$ cat config.mk
export PLATFORM = sky130hd
export DESIGN_NAME = stp_queue
export DESIGN_NICKNAME = d
export VERILOG_FILES = /design/src/design/stp_pkg.sv /design/src/design/stp_queue.sv
export SDC_FILE = /design/constraint.sdc
export NUM_CORES = 1
export LEC_CHECK = 0
export ABC_AREA = 1
export BUFFER_PORTS_ARGS = -buffer_cell sky130_fd_sc_hd__buf_4
export CAP_MARGIN = 20
export CORE_ASPECT_RATIO = 0.5
export CORE_MARGIN = 4
export CORE_UTILIZATION = 40
export CTS_CLUSTER_SIZE = 25
export DETAILED_ROUTE_END_ITERATION = 10
export HOLD_SLACK_MARGIN = 0.1
export PLACE_DENSITY_LB_ADDON = 0.05
export SLEW_MARGIN = 20
export SYNTH_ARGS = -nofsm -noshare
export SYNTH_HDL_FRONTEND = slang
export SYNTH_SLANG_ARGS = --single-unit
$ cat constraint.sdc
create_clock -name clk -period 5.7 [get_ports clk]
set_input_delay 0.285 -clock clk [delete_from_list [all_inputs] [get_ports clk]]
set_output_delay 0.285 -clock clk [all_outputs]
set_load 0.05 [all_outputs]
$ cat src/design/stp_pkg.sv
// Shared constants and types for the sky texture coordinate projection block.
package stp_pkg;

  localparam int VW    = 24;  // vertex, view and texture coordinate width
  localparam int AZW   = 26;  // magnitude of the tripled vertical component
  localparam int SQW   = 52;  // sum of squares width
  localparam int RTW   = 26;  // square root width, also the number of root stages
  localparam int RMW   = 28;  // root remainder width
  localparam int GAINW = 18;
  localparam int NUMW  = VW + GAINW;  // dividend width, also the number of divide stages
  localparam int DRW   = RTW + 1;     // divide remainder width
  localparam int TW    = 32;          // sky time width
  localparam int SPW   = 8;           // scroll speed width
  localparam int QDEPTH = 4;
  localparam int QAW    = $clog2(QDEPTH);

  // 378 * 512: maps the direction in Q.8 over the length to Q.16 after the /128.
  localparam logic [GAINW-1:0] DIR_GAIN = 18'd193536;
  // A length of 1.0 world unit in Q.8.
  localparam logic [RTW-1:0]   LEN_MIN  = 26'd256;

  localparam logic [1:0] CFG_VIEW_X   = 2'd0;
  localparam logic [1:0] CFG_VIEW_Y   = 2'd1;
  localparam logic [1:0] CFG_VIEW_Z   = 2'd2;
  localparam logic [1:0] CFG_SKY_TIME = 2'd3;

  // One classified vertex as it waits in the queue.
  typedef struct packed {
    logic [VW-1:0]  ax;
    logic           sx;
    logic [VW-1:0]  ay;
    logic           sy;
    logic [AZW-1:0] az;
    logic [VW-1:0]  scroll;
  } item_t;

  // What travels beside the length computation.
  typedef struct packed {
    logic [VW-1:0] ax;
    logic          sx;
    logic [VW-1:0] ay;
    logic          sy;
    logic [VW-1:0] scroll;
  } side_t;

endpackage

$ cat src/design/stp_queue.sv
// Short queue between the front end and the arithmetic back end.
module stp_queue import stp_pkg::*; (
  input  logic  clk,
  input  logic  rst_n,
  input  logic  push,
  input  item_t push_item,
  input  logic  pop,
  output item_t pop_item,
  output logic  full,
  output logic  empty
);

  item_t          mem [QDEPTH];
  logic [QAW-1:0] wr_r, rd_r;
  logic [QAW:0]   cnt_r;

  assign full     = (cnt_r == QDEPTH[QAW:0]);
  assign empty    = (cnt_r == '0);
  assign pop_item = mem[rd_r];

  always_ff @(posedge clk) begin
    if (push) begin
      mem[wr_r] <= push_item;
    end
  end

  always_ff @(posedge clk) begin
    if (!rst_n) begin
      wr_r  <= '0;
      rd_r  <= '0;
      cnt_r <= '0;
    end else begin
      if (push) wr_r <= wr_r + 1'b1;
      if (pop)  rd_r <= rd_r + 1'b1;
      cnt_r <= cnt_r + {{QAW{1'b0}}, push} - {{QAW{1'b0}}, pop};
    end
  end

endmodule

# --- Yosys cells after proc, flatten, opt, wreduce, memory -nomap -nowiden ---
# Memory sizes are Yosys's and may differ from the RTL's. A register that Yosys moved wholly into a read port is not among the register bits.
# Cells that the tools add are included.
totals:
  elab_cells: 14
  memories: 1
  ram_bits: 400
  register_bits: 7
  out_inout_bits: 102
classes:
  n_addsub: 4
  reduce_logical: 1
  muxes: 4
  n_eq_ne: 1
mem_list:
  columns: ["memory", "words", "width", "read_ports", "rd_ports_with_merged_regs", "write_ports", "line", "text"]
  rows:
  - ["mem", 4, 100, 1, 1, 1, "stp_queue.sv:13", "item_t mem [QDEPTH];"]
ops:
  columns: ["op", "n"]
  rows:
  - ["2-bit by 1-bit adder with 2-bit output, second input constant", 2]
  - ["2-bit 2-to-1 mux", 2]
  - ["3-bit by 1-bit adder with 3-bit output", 1]
  - ["3-bit equality test, second input constant", 1]
  - ["3-bit logical NOT", 1]
  - ["3-bit by 1-bit subtractor with 3-bit output", 1]
  - ["1-bit 2-to-1 mux", 2]

# --- Depth between registers and ports, before layout ---
depth:
  ltp_word: 3
  mapped_depth: 8
  mapped_depth_nobuf: 8

# --- Worst setup path before layout ---
# OpenSTA, ideal clock, no wires.
synth_timing:
  path_kind: "register to register"
  from: "reg wr_r[0]"
  to: "mem mem[2][0] (netlist name), enable pin"
  t_required_ns: 5.247
  n_path_buf: 0
  path_stages_with_launch: 5
  arrival_time_ns: 2.520
  setup_ns: 0.453
  setup_slack_ns: 2.727
  synth_period_minus_slack_ns: 2.973
  cell_sequence: "dfxtp_1 > inv_1 > ha_1 > nand2_1 > inv_1"
synth_rtl:
  columns: ["element", "line", "text"]
  rows:
  - ["from (decl)", "stp_queue.sv:14", "logic [QAW-1:0] wr_r, rd_r;"]
  - ["from (signal assigned)", "stp_queue.sv:33", "if (push) wr_r <= wr_r + 1'b1;"]
  - ["to (decl)", "stp_queue.sv:13", null]
# Straight into the memory's write port.

==> results.sh <==
export IMPL_cts_resized=0
export IMPL_ioPinCount=206
export IMPL_numCtsBuffers=38
export IMPL_skew_ns=0.01109
export IMPL_path_clk_slew_ns=0.07
export IMPL_grt_max_degree=249
export IMPL_fp_dieArea_um2=43710
export IMPL_path_class="reg2out"
export IMPL_status="complete, no violations"
export IMPL_ir_drop_v=0.0002201
export IMPL_fp_dieH_um=149.8
export IMPL_crit_family="buffers and inverters"
export IMPL_clk_path_buf_depth=3
export IMPL_synth_fp_nets=1332
export IMPL_dr_wl_met2_um=17300
export IMPL_dpl_hpwl_um=19480
export IMPL_crit_fanout=248
export IMPL_r2r_start="wr_r[0]"
export IMPL_drtPass1Iterations=4
export IMPL_area_growth_syn_to_layout_pct=26.16
export IMPL_ant_nets=0
export IMPL_reg2reg_slack_ns=3.19
export IMPL_worstMarginPinSlew_ns=1.082
export IMPL_whs_path_depth=2
export IMPL_synth_area_per_cell_um2=13.18
export IMPL_vias_per_cell=4.705
export IMPL_cts_setup_buffers=0
export IMPL_synthCells=1221
export IMPL_hold_path_class="reg2reg"
export IMPL_rows=51
export IMPL_r2r_end="mem[2][52]"
export IMPL_wl_um=33960
export IMPL_ys_types=16
export IMPL_holdWs_ns=0.4621
export IMPL_die_w_um=291.7
export IMPL_min_from="rd_r[1]"
export IMPL_grt_pass1_vias=9470
export IMPL_initialDrtViolationCount=471
export IMPL_start_util_pct=40.95
export IMPL_portBuffers=205
export IMPL_cts_tree="built"
export IMPL_wl_per_cell_um=16.38
export IMPL_rsz0062_at_grt="false"
export IMPL_insertion_delay_ns=0.53
export IMPL_required_ns=5.41
export IMPL_ys_warnings_count=0
export IMPL_layout_drive_gt1_share_pct=17.70
export IMPL_netlist_area_um2=16100
export IMPL_cp_arrival_ns=2.82
export IMPL_fin_crit_ns=3.105
export IMPL_path_cells="buf_12 > nand2_1 > o211ai_1 > nand2_1 > buf_4"
export IMPL_fmax_ghz=0.3221
export IMPL_power_density_nw_per_um2=350.4
export IMPL_setup_violations=0
export IMPL_final_setup_tns_ns=0
export IMPL_route_vias_total=9754
export IMPL_cts_num_sinks=409
export IMPL_drv_cap=0
export IMPL_wl_met1_um=14830
export IMPL_drc=0
export IMPL_nets=1624
export IMPL_cpMostUsedCell="nand2_1"
export IMPL_hold_violations=0
export IMPL_post_route_period_util_pct=54.47
export IMPL_root_buffer="clkbuf_16"
export IMPL_end_kind="primary output"
export IMPL_cpPeakStageDelay_ns=0.79
export IMPL_gp_congestion=0.7220
export IMPL_cp_start_kind="flop"
export IMPL_reg2reg_depth=5
export IMPL_htree_levels=2
export IMPL_grt_use_total_pct=15.28
export IMPL_leakagePower_nw=7.860
export IMPL_core_um2=39310
export IMPL_wl_met3_um=1257
export IMPL_slew_viol_final=0
export IMPL_critPathSlowestCell="dfxtp_4"
export IMPL_critPathBufInv=2
export IMPL_synth_seq_cells=409
export IMPL_yosysSeqAreaShare_pct=75.75
export IMPL_top_layer="met4"
export IMPL_relSlewSlack_pct=27.85
export IMPL_antenna_found_initial=1
export IMPL_grt_pass1_wl_um=52300
export IMPL_overflow=0
how the worst max path moves through the flow:
stage                        from            to  depth (start not counted)
after floorplan           wr_r[0]     mem[2][0]                          4
after global placement    wr_r[0]    mem[0][59]                          5
after detailed placement  wr_r[0]    mem[0][58]                          5
after CTS                    flop  pop_item[43]                          5
after global routing         flop  pop_item[96]                          5
final                        flop  pop_item[98]                          5
cell families after synthesis:
kind of cell	synth area share [%]
simple gates	5.006
buf+inv	7.463
compound gates	11.19
fa+ha+maj	0.5908
flops	75.75
sequential cells by signal, summed over array words and instances (netlist names), named ones only:
register  flops
cnt_r         3
mem         400
rd_r          2
wr_r          2
area by class of cell:
| class | instances | area [um^2] |
|---|---|---|
| Inverter | 215 | 817.0 |
| Timing Repair Buffer | 318 | 2660 |
| Sequential cell | 409 | 12200 |
| Clock buffer | 47 | 1059 |
| Multi-Input combinational cell | 531 | 2703 |
| Fill cell | 3435 | 19000 |
| Tap cell | 530 | 663.1 |
| Antenna cell | 1 | 2.502 |
| Clock inverter | 22 | 202.7 |
per-layer routing:
layer	vias to the layer above	GRT usage (%)
met3	40	3.248
met5	-	0
met4	0	3.525
met2	126	27.27
li1	4836	-
met1	4752	19.28
power breakdown:
part	internal (mW)	switching [mW]	total, mW	leakage (nW)
clock network	1.50	1.08	2.58	0.616
logic	0.320	0.729	1.05	3.49
registers	3.44	0.0485	3.49	3.75
stage by stage:
step	utilization (%)	total power [mW]	instances	setup slack [ns]	area, um^2
global route	51.66	7.430	2073	2.330	20310
finish	51.66	7.115	2073	2.595	20310
global placement	45.80	4.548	1899	3.144	18000
CTS	51.65	7.221	2072	2.596	20300
floorplan	-	4.213	1221	2.727	16100
detailed placement	45.80	4.563	1899	3.136	18000
cells in the final DEF (no fill, tap or decap):
master	count
edfxtp_1	400
buf_4	213
inv_1	211
nand2_1	210
a21oi_1	106
o21ai_0	104
dlygate4sd3_1	104
o211ai_1	100
clkbuf_16	41
clkinv_1	11
dfxtp_1	7
ha_1	6
clkinv_2	5
clkbuf_1	5
inv_4	4
bufinv_16	4
nor2_1	2
dfxtp_4	2
diode_2	1
nor3_1	1
nand3_1	1
fa_1	1
clkbuf_8	1
clkinv_4	1
clkinvlp_4	1
buf_12	1
cells in the mapped netlist:
| cell | n | area share, % |
|---|---|---|
| a21oi_1 | 106 | 3.3 |
| inv_1 | 215 | 5.0 |
| clkbuf_1 | 1 | 0.023 |
| nand3_1 | 1 | 0.031 |
| nor2_1 | 2 | 0.047 |
| buf_2 | 54 | 1.7 |
| dfxtp_1 | 9 | 1.1 |
| nor3_1 | 1 | 0.031 |
| o21ai_0 | 104 | 3.2 |
| ha_1 | 6 | 0.47 |
| buf_4 | 1 | 0.047 |
| edfxtp_1 | 400 | 75 |
| buf_6 | 10 | 0.70 |
| o211ai_1 | 100 | 4.7 |
| fa_1 | 1 | 0.12 |
| nand2_1 | 210 | 4.9 |
worst register-to-register path: stages, from the launching register on:
cell and delay, ns:
dfxtp_1 0.33, inv_1 0.12, ha_1 0.17, nand2_1 0.09, inv_4 0.64, buf_4 0.77
what timing repair did:
| item | 4_1_cts | 5_1_grt |
|---|---|---|
| endpoints found under the setup margin | 0 | 0 |
| hold buffers | 104 | 0 |
| endpoints found under the hold margin | 409 | 0 |
Power figures use the tool's default switching activity.
