$ cat config.mk
export PLATFORM = sky130hd
export DESIGN_NAME = stp_sqrt
export DESIGN_NICKNAME = d
export VERILOG_FILES = /design/src/design/stp_pkg.sv /design/src/design/stp_sqrt.sv
export SDC_FILE = /design/constraint.sdc
export NUM_CORES = 2
export LEC_CHECK = 0
export BUFFER_PORTS_ARGS = -buffer_cell sky130_fd_sc_hd__buf_2
export CORE_MARGIN = 2
export CORE_UTILIZATION = 40
export CTS_CLUSTER_DIAMETER = 40
export DETAILED_ROUTE_END_ITERATION = 8
export GPL_ROUTABILITY_DRIVEN = 0
export REMOVE_ABC_BUFFERS = 1
export SLEW_MARGIN = 20
export SYNTH_ARGS = -nofsm -noshare
export SYNTH_HDL_FRONTEND = slang
export SYNTH_MEMORY_MAX_BITS = 65536
export SYNTH_SLANG_ARGS = --single-unit
export TNS_END_PERCENT = 1
$ cat constraint.sdc
create_clock -name clk -period 5.15 [get_ports clk]
set_input_delay 1.03 -clock clk [delete_from_list [all_inputs] [get_ports clk]]
set_output_delay 1.03 -clock clk [all_outputs]
set_load 0.02 [all_outputs]
$ cat src/design/stp_pkg.sv
// Shared constants and types for the sky texture coordinate projection block.
package stp_pkg;

  localparam int VW    = 24;  // vertex, view and texture coordinate width
  localparam int AZW   = 26;  // magnitude of the tripled vertical component
  localparam int SQW   = 52;  // sum of squares width
  localparam int RTW   = 26;  // square root width, also the number of root stages
  localparam int RMW   = 28;  // root remainder width
  localparam int GAINW = 18;
  localparam int NUMW  = VW + GAINW;  // dividend width, also the number of divide stages
  localparam int DRW   = RTW + 1;     // divide remainder width
  localparam int TW    = 32;          // sky time width
  localparam int SPW   = 8;           // scroll speed width
  localparam int QDEPTH = 4;
  localparam int QAW    = $clog2(QDEPTH);

  // 378 * 512: maps the direction in Q.8 over the length to Q.16 after the /128.
  localparam logic [GAINW-1:0] DIR_GAIN = 18'd193536;
  // A length of 1.0 world unit in Q.8.
  localparam logic [RTW-1:0]   LEN_MIN  = 26'd256;

  localparam logic [1:0] CFG_VIEW_X   = 2'd0;
  localparam logic [1:0] CFG_VIEW_Y   = 2'd1;
  localparam logic [1:0] CFG_VIEW_Z   = 2'd2;
  localparam logic [1:0] CFG_SKY_TIME = 2'd3;

  // One classified vertex as it waits in the queue.
  typedef struct packed {
    logic [VW-1:0]  ax;
    logic           sx;
    logic [VW-1:0]  ay;
    logic           sy;
    logic [AZW-1:0] az;
    logic [VW-1:0]  scroll;
  } item_t;

  // What travels beside the length computation.
  typedef struct packed {
    logic [VW-1:0] ax;
    logic          sx;
    logic [VW-1:0] ay;
    logic          sy;
    logic [VW-1:0] scroll;
  } side_t;

endpackage

$ cat src/design/stp_sqrt.sv
// Pipelined integer square root, one result bit per stage.
module stp_sqrt import stp_pkg::*; (
  input  logic           clk,
  input  logic           rst_n,
  input  logic           en,
  input  logic           in_v,
  input  logic [SQW-1:0] in_n,
  input  side_t          in_side,
  output logic           out_v,
  output logic [RTW-1:0] out_root,
  output side_t          out_side
);

  logic           v_r    [RTW];
  logic [SQW-1:0] n_r    [RTW];
  logic [RTW-1:0] root_r [RTW];
  logic [RMW-1:0] rem_r  [RTW];
  side_t          side_r [RTW];

  logic [RTW-1:0] root_nxt [RTW];
  logic [RMW-1:0] rem_nxt  [RTW];

  always_comb begin
    for (int k = 0; k < RTW; k++) begin
      logic [SQW-1:0] n;
      logic [RTW-1:0] root;
      logic [RMW-1:0] rem, remsh, trial;
      logic [SQW-1:0] sh;
      n     = (k == 0) ? in_n : n_r[(k == 0) ? 0 : k-1];
      root  = (k == 0) ? '0   : root_r[(k == 0) ? 0 : k-1];
      rem   = (k == 0) ? '0   : rem_r[(k == 0) ? 0 : k-1];
      sh    = n >> (2 * (RTW - 1 - k));
      remsh = {rem[RMW-3:0], sh[1:0]};
      trial = {root, 2'b01};
      if (remsh >= trial) begin
        rem_nxt[k]  = remsh - trial;
        root_nxt[k] = {root[RTW-2:0], 1'b1};
      end else begin
        rem_nxt[k]  = remsh;
        root_nxt[k] = {root[RTW-2:0], 1'b0};
      end
    end
  end

  always_ff @(posedge clk) begin
    if (!rst_n) begin
      for (int k = 0; k < RTW; k++) v_r[k] <= 1'b0;
    end else if (en) begin
      v_r[0] <= in_v;
      for (int k = 1; k < RTW; k++) v_r[k] <= v_r[k-1];
    end
  end

  always_ff @(posedge clk) begin
    if (en) begin
      n_r[0]    <= in_n;
      side_r[0] <= in_side;
      for (int k = 1; k < RTW; k++) begin
        n_r[k]    <= n_r[k-1];
        side_r[k] <= side_r[k-1];
      end
      for (int k = 0; k < RTW; k++) begin
        root_r[k] <= root_nxt[k];
        rem_r[k]  <= rem_nxt[k];
      end
    end
  end

  assign out_v    = v_r[RTW-1];
  assign out_root = root_r[RTW-1];
  assign out_side = side_r[RTW-1];

endmodule

Word level (Yosys, flattened, before mapping):

Memory sizes are Yosys's and may differ from the RTL's.
Index checks and enable logic that the tools add are counted.

* input port bits: 130
* flip-flop bits (word level): 0
* bits in writable memories: 4706
* memories kept: 5
* word-level logic and storage cells: 166

* mux-type cells: 83
* add/subtract/negate cells: 26
* magnitude comparators: 26
* bitwise operators: 26

Memory list
* side_r: words 26, bits a word 74, rd ports 26, clocked after Yosys merged registers in 0, wr ports 26, line stp_sqrt.sv:18 `side_t side_r [RTW];`
* n_r: words 26, bits a word 52, rd ports 25, clocked after Yosys merged registers in 0, wr ports 26, line stp_sqrt.sv:15 `logic [SQW-1:0] n_r [RTW];`
* rem_r: words 26, bits a word 28, rd ports 25, clocked after Yosys merged registers in 0, wr ports 26, line stp_sqrt.sv:17 `logic [RMW-1:0] rem_r [RTW];`
* root_r: words 26, bits a word 26, rd ports 26, clocked after Yosys merged registers in 0, wr ports 26, line stp_sqrt.sv:16 `logic [RTW-1:0] root_r [RTW];`
* v_r: words 26, bits a word 1, rd ports 26, clocked after Yosys merged registers in 0, wr ports 26, line stp_sqrt.sv:14 `logic v_r [RTW];`

Operator list (number)
* 2-to-1 mux 28 bit: 26
* greater-or-equal comparator 28 bit: 25
* subtractor 28 bit: 25
* 2-to-1 mux 1 bit: 57
* bitwise OR 1 bit: 26
* subtractor 2 x 1 -> 3 bit, second input constant: 1
* greater-or-equal comparator 2 x 1 -> 1 bit, second input constant: 1

Logic depth before layout (Yosys ltp):

* depth in word-level cells: 4
* mapped depth: 15
* gate-level depth less buffers: 13

Least setup slack after synthesis:

OpenSTA, ideal clock, no wires.

* path kind: reg-to-reg
* from: memory rem_r[23][5], in the netlist rem_r[1][201]
* to: memory rem_r[24][14], in the netlist rem_r[1][238] (data pin)
* cell stages (with the launch flop): 12
* period minus slack after synthesis: 3.254 ns
* arrival time: 2.994 ns
* data required time: 4.890 ns
* path slack: 1.896 ns
* path buffers: 2
* cells stage by stage: edfxtp_1 -> ha_1 -> a211oi_1 -> o21bai_1 -> a21o_1 -> a221o_1 -> a2111oi_0 -> o31ai_1 -> a31o_2 -> clkbuf_1 -> buf_2 -> mux2_2

RTL lines (line)
* from (decl): stp_sqrt.sv:17

==> impl_metrics.py <==
metrics = {
    "outcome": {
        "run_status": "completed",
    },
    "setup_path": {
        "cp-startpoint": "root_r[0][130]",
        "cp-start-kind": "register",
        "setup.worst_path.class": "register to register",
        "setup.reg_to_reg.worst_slack_ns": 1.19,
        "data_arrival_time_at_the_worst_slack_endpoint_ns": 4.60,
        "timing.critical_path.to_type": "register",
        "worstPathMaxFanout": 18,
        "r2r_cells": 11,
        "crit_path_end": "rem_r[0][193]",
        "critPathRequiredTime_ns": 5.79,
        "critical_path.reg2reg.endpoint": "rem_r[0][193]",
        "r2r_start": "root_r[0][130]",
    },
    "synthesis": {
        "postSynth.topFlopCell": "edfxtp_1",
        "seq_area_frac_synth_pct": 80.24,
        "ys_ff_latch": 3566,
        "postSynthAreaPerCell_um2": 17.47,
        "post_synth_simple_gate_area_pct": 5.153,
        "synth.area.mux_share_pct": 0.6451,
        "synth_warnings": 0,
        "synth-adder-area-share_pct": 3.554,
        "complex_gate_fraction_of_the_synthesized_area_pct": 5.108,
        "synth_top_family_by_area": "simple AND/OR/NAND/NOR gates",
        "number_of_unique_standard_cell_types_used_by_synthesis": 81,
        "synth_xor_area_share_pct": 3.308,
        "mappedNetlistArea_um2": 133400,
        "number_of_synthesized_flops_with_an_enable_pin": 3565,
        "synthCells": 7640,
        "async_reset_ff_share_pct": 0,
    },
    "placed_design": {
        "place_hpwl_um": 125200,
        "port-buffer-count": 230,
        "dp_cells": 12180,
        "post_dp_cell_area_um2": 140200,
    },
    "sta": {
        "timing_max_transition_violations_final": 0,
        "fin_skew_ns": 0.06942,
        "period_share_pct": 76.81,
        "fmax_mhz": 252.8,
        "period_needed_ns": 3.955,
        "timing.final.setup_violations": 0,
        "worst_slew_pin_slew_ns": 1.065,
        "setup_total_negative_slack_ns": 0,
        "final-hold-violation-count": 0,
        "rsz0062_at_grt": "no",
        "slew_headroom_pct": 28.82,
    },
    "grt": {
        "grt_start_max_net_pins": 174,
        "grt_first_pass_wirelength_um": 323600,
        "antenna_violations_before_repair": 6,
        "grt_overflow": 0,
        "grt_use_total_pct": 11.53,
        "vias_in_the_first_global_route": 64380,
    },
    "routing": {
        "route.detailed.drc": 0,
        "totalWireLength_um": 200300,
        "drt.antenna.violating_nets": 0,
        "routed-via-count": 62640,
        "vias_per_cell": 4.788,
        "dr.pass1.iters": 7,
        "drt-wirelength-per-cell_um": 15.31,
        "first_iter_violations": 4089,
    },
    "hold_path": {
        "worst_min_delay_path_class": "input port to register",
        "timing.hold.worst_path_depth": 1,
    },
    "cells_and_area": {
        "area_delta_synth_final_pct": 17.40,
        "footprint_of_the_multi_input_gates_um2": 23740,
        "regArea_um2": 107100,
        "final_design_area_no_fill_um2": 156600,
        "stdcell_count": 13080,
        "drive_above_1_share_pct": 14.09,
        "layout.cells.most_common_list": "edfxtp_1, clkbuf_16, inv_1, a21oi_1, nor2_1",
        "final_common_cell": "edfxtp_1",
        "design.final.nets": 8783,
        "num-fill-cells": 27910,
    },
    "cts": {
        "worst_setup_hold_path_clk_slew_ns": 0.06,
        "clock_insertion_delay_worst_skew_ns": 0.95,
        "number_of_clock_sinks": 3566,
        "cts-root-to-sink-buffers": 4,
        "cts-buffers-inserted": 476,
        "postCtsResizedCells": 0,
        "ctsRootBufferMaster": "clkbuf_16",
        "ctsHtreeMaxLevel": 5,
        "clock_tree_from_tritoncts": "yes",
        "cts.repair_timing.setup_buffer_count": 0,
        "cts_hold_buf": 0,
    },
    "floorplanning": {
        "design.die.area_um2": 338200,
        "num_rows": 212,
        "floorplan.die.width_um": 581.6,
        "floorplan.initialDensity_pct": 40.12,
        "fp.coreArea_um2": 332600,
        "pin_count": 231,
        "die_h_um": 581.6,
    },
    "power": {
        "worst_supply_voltage_drop_on_vdd_mv": 0.3026,
        "powerDensity_nw_per_um2": 488.3,
        "power_leakage_nw": 57.24,
        "pwr_total_mw": 76.49,
    },
    "run": {
        "maxCapViolCount": 0,
    },
}
-- worst min path at each step --
| stage | end | start |
|---|---|---|
| 2_1_floorplan | n_r[0][104] | n_r[0][52] |
| 3_3_place_gp | side_r[1][470] | side_r[1][396] |
| 3_5_place_dp | n_r[0][113] | n_r[0][61] |
| 4_1_cts | side_r[0][40] | in_side[40] |
| 5_1_grt | side_r[0][43] | in_side[43] |
| 6_report | side_r[0][40] | in_side[40] |
-- metrics by stage --
stage	setup WS [ns]	hold WS, ns	utilization (%)
global route	0.8996	0.1464	47.09
finish	1.195	0.2413	47.09
CTS	1.119	0.1133	47.09
detailed placement	1.137	0.4045	42.15
floorplan	0.6738	0.4003	-
global placement	1.247	0.4002	42.15
-- per-layer routing --
metal / track usage, % / wire (µm) / up-vias
met3: 2.608 / 9216 / 577
met2: 20.25 / 101500 / 1394
met1: 13.12 / 80230 / 30220
met4: 5.973 / 9291 / 0
met5: 0 / 0 / -
li1: - / - / 30450
-- power breakdown --
part | total [mW] | internal, mW | leakage (nW) | switching [mW]
registers | 36.2 | 35.1 | 34.6 | 1.11
logic | 7.34 | 3.10 | 14.7 | 4.24
clock network | 32.9 | 20.4 | 7.95 | 12.5
-- cells in the mapped netlist, types with 26 or more instances --
master | n | area share (%)
edfxtp_1 | 3565 | 80
inv_1 | 462 | 1.3
a21oi_1 | 392 | 1.5
nor2_1 | 384 | 1.1
ha_1 | 379 | 3.6
nand2_1 | 312 | 0.88
xnor2_1 | 288 | 1.9
o21ai_0 | 246 | 0.92
xor2_1 | 216 | 1.4
a21o_1 | 130 | 0.73
nor3_1 | 115 | 0.43
nand3_1 | 89 | 0.33
buf_4 | 75 | 0.42
mux2_2 | 72 | 0.61
nor4_1 | 71 | 0.33
nand2b_1 | 69 | 0.32
clkbuf_1 | 67 | 0.19
o21a_1 | 67 | 0.38
nor2b_1 | 63 | 0.30
or3_1 | 52 | 0.24
nand4_1 | 50 | 0.23
and3_1 | 47 | 0.22
o31ai_1 | 33 | 0.19
a31oi_1 | 29 | 0.14
o21bai_1 | 29 | 0.16
a211oi_1 | 26 | 0.15
or4_1 | 26 | 0.15
-- critical path, cell delays in order, from the launching register on --
cell      delay (ns)
edfxtp_1        0.45
inv_1           0.08
ha_1            0.36
nor2b_1         0.16
o21ai_0         0.26
a21oi_1         0.12
o31ai_1         0.55
nand3_1         0.73
and3b_1         0.52
nand2_1         0.22
nor4_1          0.09
xor2_1          0.14
-- registers in the layout, indices dropped and copies added (netlist names) --
register	count
root_r	351
side_r	1924
n_r	650
rem_r	615
v_r	26
-- final cells by class --
type / instances / area share (%)
repair buffers: 317 / 1.385
flip-flops and latches: 3566 / 68.35
inverters: 463 / 1.109
well taps: 4387 / 3.504
multi-input cells: 3450 / 15.16
clock inverters: 365 / 2.714
clock buffers: 531 / 7.776
diodes: 2 / 0.003195
-- kinds of logic (layout without fill, tap and decap cells) --
group,Yosys count,after routing
multiplexers,77,77
buffers and inverters,624,1676
other,1,3
AND/OR/NAND/NOR,1389,1389
flip-flops,3566,3566
AO/OA/AOI/OAI,1100,1100
adder cells (fa/ha/maj),379,379
XOR/XNOR,504,504
(Power assumes the default switching activity.)
