**config.mk**
```make
export PLATFORM = sky130hd
export DESIGN_NAME = stp_front
export DESIGN_NICKNAME = d
export VERILOG_FILES = /design/src/design/stp_pkg.sv /design/src/design/stp_front.sv
export SDC_FILE = /design/constraint.sdc
export NUM_CORES = 1
export LEC_CHECK = 0
export BUFFER_PORTS_ARGS = -buffer_cell sky130_fd_sc_hd__buf_4
export CAP_MARGIN = 30
export CORE_MARGIN = 1
export CORE_UTILIZATION = 57
export DETAILED_ROUTE_END_ITERATION = 8
export GPL_TIMING_DRIVEN = 1
export MAX_ROUTING_LAYER = met4
export PLACE_DENSITY = 0.8
export SLEW_MARGIN = 20
export SYNTH_ARGS = -nofsm -noshare
export SYNTH_HDL_FRONTEND = slang
export SYNTH_SLANG_ARGS = --single-unit
```
**constraint.sdc**
```tcl
create_clock -name clk -period 12 [get_ports clk]
set_input_delay 0.6 -clock clk [delete_from_list [all_inputs] [get_ports clk]]
set_output_delay 0.6 -clock clk [all_outputs]
set_load 0.02 [all_outputs]
```
**src/design/stp_pkg.sv**
```systemverilog
// Shared constants and types for the sky texture coordinate projection block.
package stp_pkg;

  localparam int VW    = 24;  // vertex, view and texture coordinate width
  localparam int AZW   = 26;  // magnitude of the tripled vertical component
  localparam int SQW   = 52;  // sum of squares width
  localparam int RTW   = 26;  // square root width, also the number of root stages
  localparam int RMW   = 28;  // root remainder width
  localparam int GAINW = 18;
  localparam int NUMW  = VW + GAINW;  // dividend width, also the number of divide stages
  localparam int DRW   = RTW + 1;     // divide remainder width
  localparam int TW    = 32;          // sky time width
  localparam int SPW   = 8;           // scroll speed width
  localparam int QDEPTH = 4;
  localparam int QAW    = $clog2(QDEPTH);

  // 378 * 512: maps the direction in Q.8 over the length to Q.16 after the /128.
  localparam logic [GAINW-1:0] DIR_GAIN = 18'd193536;
  // A length of 1.0 world unit in Q.8.
  localparam logic [RTW-1:0]   LEN_MIN  = 26'd256;

  localparam logic [1:0] CFG_VIEW_X   = 2'd0;
  localparam logic [1:0] CFG_VIEW_Y   = 2'd1;
  localparam logic [1:0] CFG_VIEW_Z   = 2'd2;
  localparam logic [1:0] CFG_SKY_TIME = 2'd3;

  // One classified vertex as it waits in the queue.
  typedef struct packed {
    logic [VW-1:0]  ax;
    logic           sx;
    logic [VW-1:0]  ay;
    logic           sy;
    logic [AZW-1:0] az;
    logic [VW-1:0]  scroll;
  } item_t;

  // What travels beside the length computation.
  typedef struct packed {
    logic [VW-1:0] ax;
    logic          sx;
    logic [VW-1:0] ay;
    logic          sy;
    logic [VW-1:0] scroll;
  } side_t;

endpackage

```
**src/design/stp_front.sv**
```systemverilog
// Front end: configuration registers and classification of each vertex.
module stp_front import stp_pkg::*; (
  input  logic             clk,
  input  logic             rst_n,
  input  logic             cfg_we,
  input  logic [1:0]       cfg_index,
  input  logic [TW-1:0]    cfg_data,
  input  logic [VW-1:0]    vert_x,
  input  logic [VW-1:0]    vert_y,
  input  logic [VW-1:0]    vert_z,
  input  logic [SPW-1:0]   scroll_speed,
  output item_t            item
);

  logic [VW-1:0] view_x_r, view_y_r, view_z_r;
  logic [TW-1:0] sky_time_r;

  always_ff @(posedge clk) begin
    if (!rst_n) begin
      view_x_r   <= '0;
      view_y_r   <= '0;
      view_z_r   <= '0;
      sky_time_r <= '0;
    end else if (cfg_we) begin
      case (cfg_index)
        CFG_VIEW_X:   view_x_r   <= cfg_data[VW-1:0];
        CFG_VIEW_Y:   view_y_r   <= cfg_data[VW-1:0];
        CFG_VIEW_Z:   view_z_r   <= cfg_data[VW-1:0];
        CFG_SKY_TIME: sky_time_r <= cfg_data;
        default: ;
      endcase
    end
  end

  logic [VW:0]        dx, dy, dz1, nx, ny;
  logic [AZW:0]       dz3, nz;
  logic [VW+SPW-2:0]  prod;

  always_comb begin
    dx  = {vert_x[VW-1], vert_x} - {view_x_r[VW-1], view_x_r};
    dy  = {vert_y[VW-1], vert_y} - {view_y_r[VW-1], view_y_r};
    dz1 = {vert_z[VW-1], vert_z} - {view_z_r[VW-1], view_z_r};
    dz3 = {{2{dz1[VW]}}, dz1} + {dz1[VW], dz1, 1'b0};
    nx  = -dx;
    ny  = -dy;
    nz  = -dz3;
    // Only the low bits of the scroll term survive the final wrap.
    prod = sky_time_r[VW-2:0] * scroll_speed;
    item.ax     = dx[VW] ? nx[VW-1:0] : dx[VW-1:0];
    item.sx     = dx[VW];
    item.ay     = dy[VW] ? ny[VW-1:0] : dy[VW-1:0];
    item.sy     = dy[VW];
    item.az     = dz3[AZW] ? nz[AZW-1:0] : dz3[AZW-1:0];
    item.scroll = {prod[VW-2:0], 1'b0};
  end

endmodule

```
Yosys cells after proc, flatten, opt, wreduce, memory -nomap -nowiden
Cells that the tools add are included. Widths: inputs -> output; s select.

RAM bits: 0. Bits in registers: 95. Word-level logic and storage cells: 23. Memory bits (read-only): 0. Latch bits: 0. Output and inout bits: 100. Input bits: 117. Memories: 0.

Bitwise gates (word level): 0. Multiply operators: 1. Eq/ne operators: 3. Muxes and demuxes: 3. Reductions and logical operators: 5. $lt $le $gt $ge: 0. Add/sub/neg operators: 7. Shifts and indexed selects: 0. Divide/modulo/power cells: 0.

Operator list (count): $sub 24x24->25 (3); $mux 24 (2); $neg 24->24 (2); $add 25x26->27 (1); $mux 26 (1); $neg 26->26 (1); $mul 23x8->23 (1); $reduce_and 2->1 (4); $eq 2x2->1 const B (2); $eq 2x1->1 const B (1); $logic_not 2->1 (1).

Logic depth before layout (Yosys ltp)
Gate-level depths: netlist of run 1.

Word-level depth: 4. Mapped depth: 23. Mapped depth without buffers: 23.

Least setup slack after synthesis of run 1
OpenSTA, ideal clock, no wires.

Path type: input to output. From: input scroll_speed[3]. To: output item[22] (netlist bit). Data required time: 11.400 ns. Arrival time: 5.375 ns. Stages: 19. Path buffers: 2. Slack: 6.025 ns. Cells stage by stage: clkbuf_1 clkbuf_1 nand2_1 fa_1 fa_1 inv_1 fa_1 fa_1 ha_1 a21boi_0 o21ai_0 a21boi_0 o21ai_0 a21boi_0 o31ai_1 a21oi_1 a211oi_1 a21oi_1 xor2_1.

RTL lines: start: declaration (RTL line stp_front.sv:11) `input logic [SPW-1:0] scroll_speed,`; end: declaration (RTL line stp_front.sv:12) `output item_t item`.

==> results.sh, run 1 <==
export IMPL_synth_compound_area_share_pct=20.4
export IMPL_synth_common_cells="nand2_1, inv_1, ha_1"
export IMPL_nNetsFinal=2365
export IMPL_fin_cells=2342
export IMPL_p_per_area_mw_per_mm2=109
export IMPL_initial_core_util_pct=58.0
export IMPL_synth_top_area_share_pct=15.0
export IMPL_final_setup_viol_count=0
export IMPL_hold_violations=0
export IMPL_synth_simple_area_share_pct=20.6
export IMPL_period_minus_slack_ns=6.68
export IMPL_status="finished clean"
export IMPL_grt_pass1_wl_um=58600
export IMPL_netlist_top_cells_area="fa_1, dfxtp_1, ha_1, nand2_1, xnor2_1"
export IMPL_clock_skew_final_ns=0
export IMPL_hold_class="register to register"
export IMPL_hpwl_um=28300
export IMPL_critPathKind="input pin to output port"
export IMPL_avgRoutedWirePerCell_um=15.1
export IMPL_vias=12916
export IMPL_syn_nets=2211
export IMPL_num_fill_cells=2071
export IMPL_post_cts_buffers=0
export IMPL_synthToLayoutAreaGrowth_pct=14.5
export IMPL_ant_nets=0
export IMPL_die_height_um=159
export IMPL_worstPathRequired_ns=11.40
export IMPL_max_freq_ghz=0.150
export IMPL_cts_tree="done"
export IMPL_synth_fa_ha_area_share_pct=26.5
export IMPL_drc=0
export IMPL_synthXorXnorAreaFrac_pct=10.9
export IMPL_cp_max_fo=19
export IMPL_seq_area_frac_synth_pct=13.5
export IMPL_start_kind="input pin"
export IMPL_dieWidth_um=159
export IMPL_synth_edf_count=0
export IMPL_drt_iter0_markers=768
export IMPL_leakagePower_uw=0.00719
export IMPL_cts_buffers=9
export IMPL_cts_sinks=95
export IMPL_dieArea_mm2=0.0254
export IMPL_clk_pin_slew_ns=0.06
export IMPL_syn_avg_cell_area_um2=7.59
export IMPL_clk_latency_ns=0.34
export IMPL_fin_setup_tns_ns=0
export IMPL_cts_root_buf="clkbuf_16"
export IMPL_coreArea_mm2=0.0243
export IMPL_synth_cell_type_count=87
export IMPL_place_inst=2326
export IMPL_grt_overflow_total=0
export IMPL_grt_pass1_vias=12425
export IMPL_antenna_found_initial=0
export IMPL_yosysWarnings=0
export IMPL_cp_data_arrival_time_ns=6.08
export IMPL_firstDrtPassIters=5
export IMPL_clockBufferDepth=2
export IMPL_critPathCaptureType="output port"
export IMPL_cap_violations=0
export IMPL_antenna_cells=0
export IMPL_cts_resized=0
export IMPL_synth_ff_type="dfxtp_1"
export IMPL_synth_top_family_by_area="adder cells"
export IMPL_synth_area_mux_share_pct=0.222
export IMPL_hold_buffers=0
export IMPL_io_buffers=207
export IMPL_io_pin_count=217
export IMPL_async_flop_share_pct=0
export IMPL_tightest_slew_ns=0.822
export IMPL_synth_most_common_cell="nand2_1"
export IMPL_viasPerCell=5.51
export IMPL_drive_gt1_share_pct=13.2
export IMPL_num_rows=57
export IMPL_cts_htree_levels=3
export IMPL_gp_congestion=0.911
export IMPL_regToRegSetupSlack_ns=11.06
export IMPL_ys_ff_latch=95
export IMPL_fin_crit_sh_pct=55.7
export IMPL_syn_instance_count=1859
export IMPL_rsz0062_at_grt="no"
export IMPL_maxSlewHeadroom_pct=45.0
export IMPL_synth_top_area_cell="fa_1"
export IMPL_netlist_area_mm2=0.0141
export IMPL_vdd_drop_max_v=0.000123
export IMPL_drv_slew=0
export IMPL_drt_total_wl_um=35400
export IMPL_grt_usage_pct=28.7
export IMPL_grt_max_degree=96
[layout by cell type, fill, tap and decap left out, drive strengths merged, types with 4 or more instances in the layout]
| cell | instances |
|---|---|
| o2111ai | 4 |
| nor2b | 17 |
| clkbuf | 13 |
| a211oi | 8 |
| a21boi | 101 |
| and3 | 8 |
| and2 | 78 |
| or3 | 10 |
| nand3 | 22 |
| or2 | 7 |
| ha | 129 |
| a211o | 5 |
| a21oi | 101 |
| o21ai | 64 |
| a31oi | 20 |
| o31ai | 10 |
| nand2b | 15 |
| a21o | 32 |
| nand4 | 6 |
| o211ai | 5 |
| fa | 106 |
| xnor2 | 116 |
| nor3 | 26 |
| a31o | 6 |
| dfxtp | 95 |
| nand2 | 348 |
| nor2 | 81 |
| o21bai | 13 |
| o31a | 6 |
| inv | 220 |
| buf | 212 |
| o21a | 24 |
| xor2 | 55 |
[state kept, by name, indices dropped and copies added (netlist names)]
name	cells
view_x_r	24
view_y_r	24
view_z_r	24
sky_time_r	23
[cell type report]
class / instances / area, um^2 / share of cell area [%]
Clock buffer: 13 / 270 / 1.67
Timing Repair Buffer: 212 / 1590 / 9.85
Clock inverter: 3 / 40.0 / 0.248
Sequential cell: 95 / 1900 / 11.8
Inverter: 220 / 828 / 5.13
Multi-Input combinational cell: 1475 / 11100 / 68.8
Tap cell: 324 / 405 / 2.51
[power by group]
group	switching [uW]	leakage, uW	internal, uW
clock	114	0.000156	178
combinational	645	0.00626	489
sequential	10.5	0.000772	326
total	770	0.00719	993
[through the flow]
| stage | worst slack (ns) | hold WS, ns | total power, uW | utilization (%) | instance area [um^2] |
|---|---|---|---|---|---|
| after detailed placement | 5.39 | 0.460 | 1470 | 65.1 | 15800 |
| after global placement | 5.46 | 0.452 | 1450 | 65.1 | 15800 |
| after CTS | 5.36 | 0.467 | 1760 | 66.4 | 16200 |
| after floorplan | 6.02 | 0.443 | 1130 | - | 14100 |
| final | 5.32 | 0.465 | 1760 | 66.4 | 16200 |
| after global routing | 4.86 | 0.481 | 1880 | 66.4 | 16200 |
[worst max-delay path, stage by stage]
cell and delay (ns):
buf_4 0.18, and2_1 0.19, fa_1 0.45, fa_1 0.54, inv_1 0.05, fa_1 0.46
fa_1 0.56, inv_1 0.05, ha_1 0.32, o21ai_0 0.12, a21boi_0 0.15, o21ai_0 0.24
a21boi_0 0.15, o21ai_0 0.24, a21boi_0 0.20, o31ai_1 0.41, a21oi_1 0.18, a211oi_1 0.49
a21oi_1 0.15, xor2_1 0.17, buf_4 0.16
[worst paths after layout]
kind / from / to / cells past startpoint
setup / recovery: scroll_speed[4] / item[22] / 21
hold / removal: view_z_r[14] / view_z_r[14] / 2
setup reg to reg: sky_time_r[9] / sky_time_r[9] / 2
hold reg to reg: view_z_r[14] / view_z_r[14] / 2
[routing by layer]
metal	track usage [%]	up-vias	wire [um]
met5	-	-	0
met1	38.4	6054	16300
li1	-	6422	-
met2	46.8	384	16400
met4	6.21	0	636
met3	3.18	56	1980
[logic make-up after synthesis]
logic type | count (synthesis)
buf+inv | 289
simple gates | 639
xor+xnor | 172
flops | 95
other cells | 1
mux | 3
fa+ha+maj | 236
compound gates | 424
Note: power is estimated with default switching activity, not from simulation.
==> run 2: changes to the inputs <==
- CORE_UTILIZATION: 57 -> 54
- PLACE_DENSITY: 0.8 -> 0.79
- clock period: 12 -> 6.11 ns (I/O delays scaled with it)
==> run 2 against run 1 <==
Net effect:
- non-clock buffer count up 9
- critical path depth up 2
- worst setup slack worse by 5.1 ns
- sequential share of layout area about the same
- register-to-register slack got worse by 5.9 ns
- power is 96% higher
- global-route usage decreased by 0.61 points
- critical endpoint is now item[49]
- largest cell class unchanged
- largest power group unchanged
- highest routed layer unchanged
==> results.sh, run 2 (synthesized netlist as in run 1, its figures left out) <==
export IMPL_status="finished clean"
export IMPL_dieWidth_um=164
export IMPL_critPathSlowestCell="or4b_4"
export IMPL_cap_violations=0
export IMPL_worstPathRequired_ns=5.80
export IMPL_io_pin_count=217
export IMPL_critPathMaxStageDelay_ns=0.58
export IMPL_final_cell_mix="nand2_1, buf_4, inv_1, ha_1, xnor2_1"
export IMPL_fin_setup_tns_ns=0
export IMPL_final_common_cell="nand2_1"
export IMPL_clk_pin_slew_ns=0.07
export IMPL_nNetsFinal=2374
export IMPL_drt_total_wl_um=35800
export IMPL_place_inst=2336
export IMPL_ant_nets=0
export IMPL_cts_htree_levels=3
export IMPL_vias=12937
export IMPL_hpwl_um=28600
export IMPL_leakagePower_uw=0.00721
export IMPL_cts_sinks=95
export IMPL_cp_data_arrival_time_ns=5.62
export IMPL_regToRegSetupSlack_ns=5.21
export IMPL_cp_cell_sequence="ha_1 > fa_2 > nand2b_1 > a21oi_2 > a21oi_1 > o21bai_1 > a21o_1 > a21oi_1 > xnor2_1 > ha_1 > o21ai_0 > o21bai_1 > a21oi_1 > o21ai_1 > nand2_1 > o31a_1 > maj3_2 > o21bai_1 > xor2_1 > or4b_4 > o41ai_4 > xnor2_1 > buf_4"
export IMPL_dp_slack_ns=0.154
export IMPL_grt_pass1_vias=12639
export IMPL_io_buffers=207
export IMPL_clk_latency_ns=0.33
export IMPL_clockBufferDepth=2
export IMPL_r2r_end="sky_time_r[11]"
export IMPL_hold_violations=0
export IMPL_cts_root_buf="clkbuf_16"
export IMPL_grt_pass1_wl_um=59500
export IMPL_tightest_slew_ns=0.860
export IMPL_synthToLayoutAreaGrowth_pct=15.1
export IMPL_grt_max_degree=96
export IMPL_dieArea_mm2=0.0268
export IMPL_start_kind="register"
export IMPL_critPathCaptureType="output port"
export IMPL_fin_area_mm2=0.0162
export IMPL_cp_max_fo=3
export IMPL_vdd_drop_max_v=0.000274
export IMPL_largest_registers="view_x_r (24), view_y_r (24), view_z_r (24)"
export IMPL_drt_iter0_markers=808
export IMPL_coreArea_mm2=0.0254
export IMPL_critPathKind="register to output port"
export IMPL_fin_cells=2357
export IMPL_antenna_cells=0
export IMPL_initial_core_util_pct=55.6
export IMPL_grt_overflow_total=0
export IMPL_maxSlewHeadroom_pct=42.5
export IMPL_fin_crit_sh_pct=96.9
export IMPL_ff2ff_path_depth=2
export IMPL_drive_gt1_share_pct=14.3
export IMPL_period_minus_slack_ns=5.92
export IMPL_hold_class="input pin to register"
export IMPL_r2r_start="sky_time_r[11]"
export IMPL_drv_slew=0
export IMPL_clock_skew_final_ns=0
export IMPL_viasPerCell=5.49
export IMPL_avgRoutedWirePerCell_um=15.2
export IMPL_min_delay_start="cfg_data[23]"
export IMPL_placed_cell_area_mm2=0.0159
export IMPL_die_height_um=164
export IMPL_drc=0
export IMPL_cts_tree="done"
export IMPL_cts_buffers=9
export IMPL_max_freq_ghz=0.169
export IMPL_hold_depth=3
export IMPL_fin_ws_ns=0.189
export IMPL_totalPowerFinal_uw=3450
export IMPL_p_per_area_mw_per_mm2=212
export IMPL_gp_congestion=0.962
export IMPL_antenna_found_initial=0
export IMPL_final_setup_viol_count=0
export IMPL_firstDrtPassIters=5
export IMPL_hold_buffers=0
export IMPL_num_rows=58
export IMPL_holdPathEnd="view_y_r[23]"
export IMPL_grt_usage_pct=28.1
run 2: cell types whose count changed in the layout (fill, tap and decap cells not counted), sizes merged:
cell and delta:
inv +1, bufinv -1, clkbuf -3, clkinvlp +1, clkinv +2, buf +9
run 2: per-stage QoR:
stage | utilization, % | hold WS (ns)
2_1_floorplan | - | 0.443
3_3_place_gp | 62.5 | 0.453
3_5_place_dp | 62.5 | 0.460
4_1_cts | 63.6 | 0.247
5_1_grt | 64.0 | 0.271
6_report | 64.0 | 0.268
run 2: where the power goes:
group | internal (uW) | switching (uW)
logic | 982 | 1290
registers | 640 | 19.0
clock network | 275 | 240
total | 1900 | 1550
run 2: repair_timing:
action | CTS | global route
endpoints found under the setup margin | 2 | 9
buffers inserted | 0 | 5
resized for setup | 4 | 19
gates cloned | 0 | 0
pin swaps | 0 | 12
run 2: per-layer routing:
| metal | wire, um | global-route usage (%) |
|---|---|---|
| met1 | 16700 | 37.1 |
| met4 | 493 | 5.51 |
| met5 | 0 | - |
| met3 | 1810 | 2.54 |
| met2 | 16800 | 46.9 |
run 2: cell type report:
class                           count  area (um^2)
Clock buffer                       10          229
Sequential cell                    95         1910
Clock inverter                      6         36.3
Multi-Input combinational cell   1475        11200
Inverter                          220          828
Fill cell                        2271         9150
Timing Repair Buffer              221         1660
Tap cell                          330          413
run 2: worst max-delay path: cells and delay by family, from the launching register on:
kind / cells / cell delay (ns)
XOR/XNOR: 3 / 0.44
adder cells (fa/ha/maj): 4 / 1.24
buffers and inverters: 1 / 0.16
flip-flops: 1 / 0.31
AND/OR/NAND/NOR: 3 / 0.88
AO/OA/AOI/OAI: 12 / 2.22
run 2: how the worst max path moves through the flow:
stage,startpoint,to,slack [ns],cells after the start
5_1_grt,view_z_r[0],item[49],-0.04,24
3_3_place_gp,scroll_speed[4],item[22],0.23,21
3_5_place_dp,scroll_speed[4],item[22],0.15,21
4_1_cts,view_z_r[0],item[49],0.01,23
6_report,view_z_r[0],item[49],0.19,23
2_1_floorplan,scroll_speed[3],item[22],0.72,19
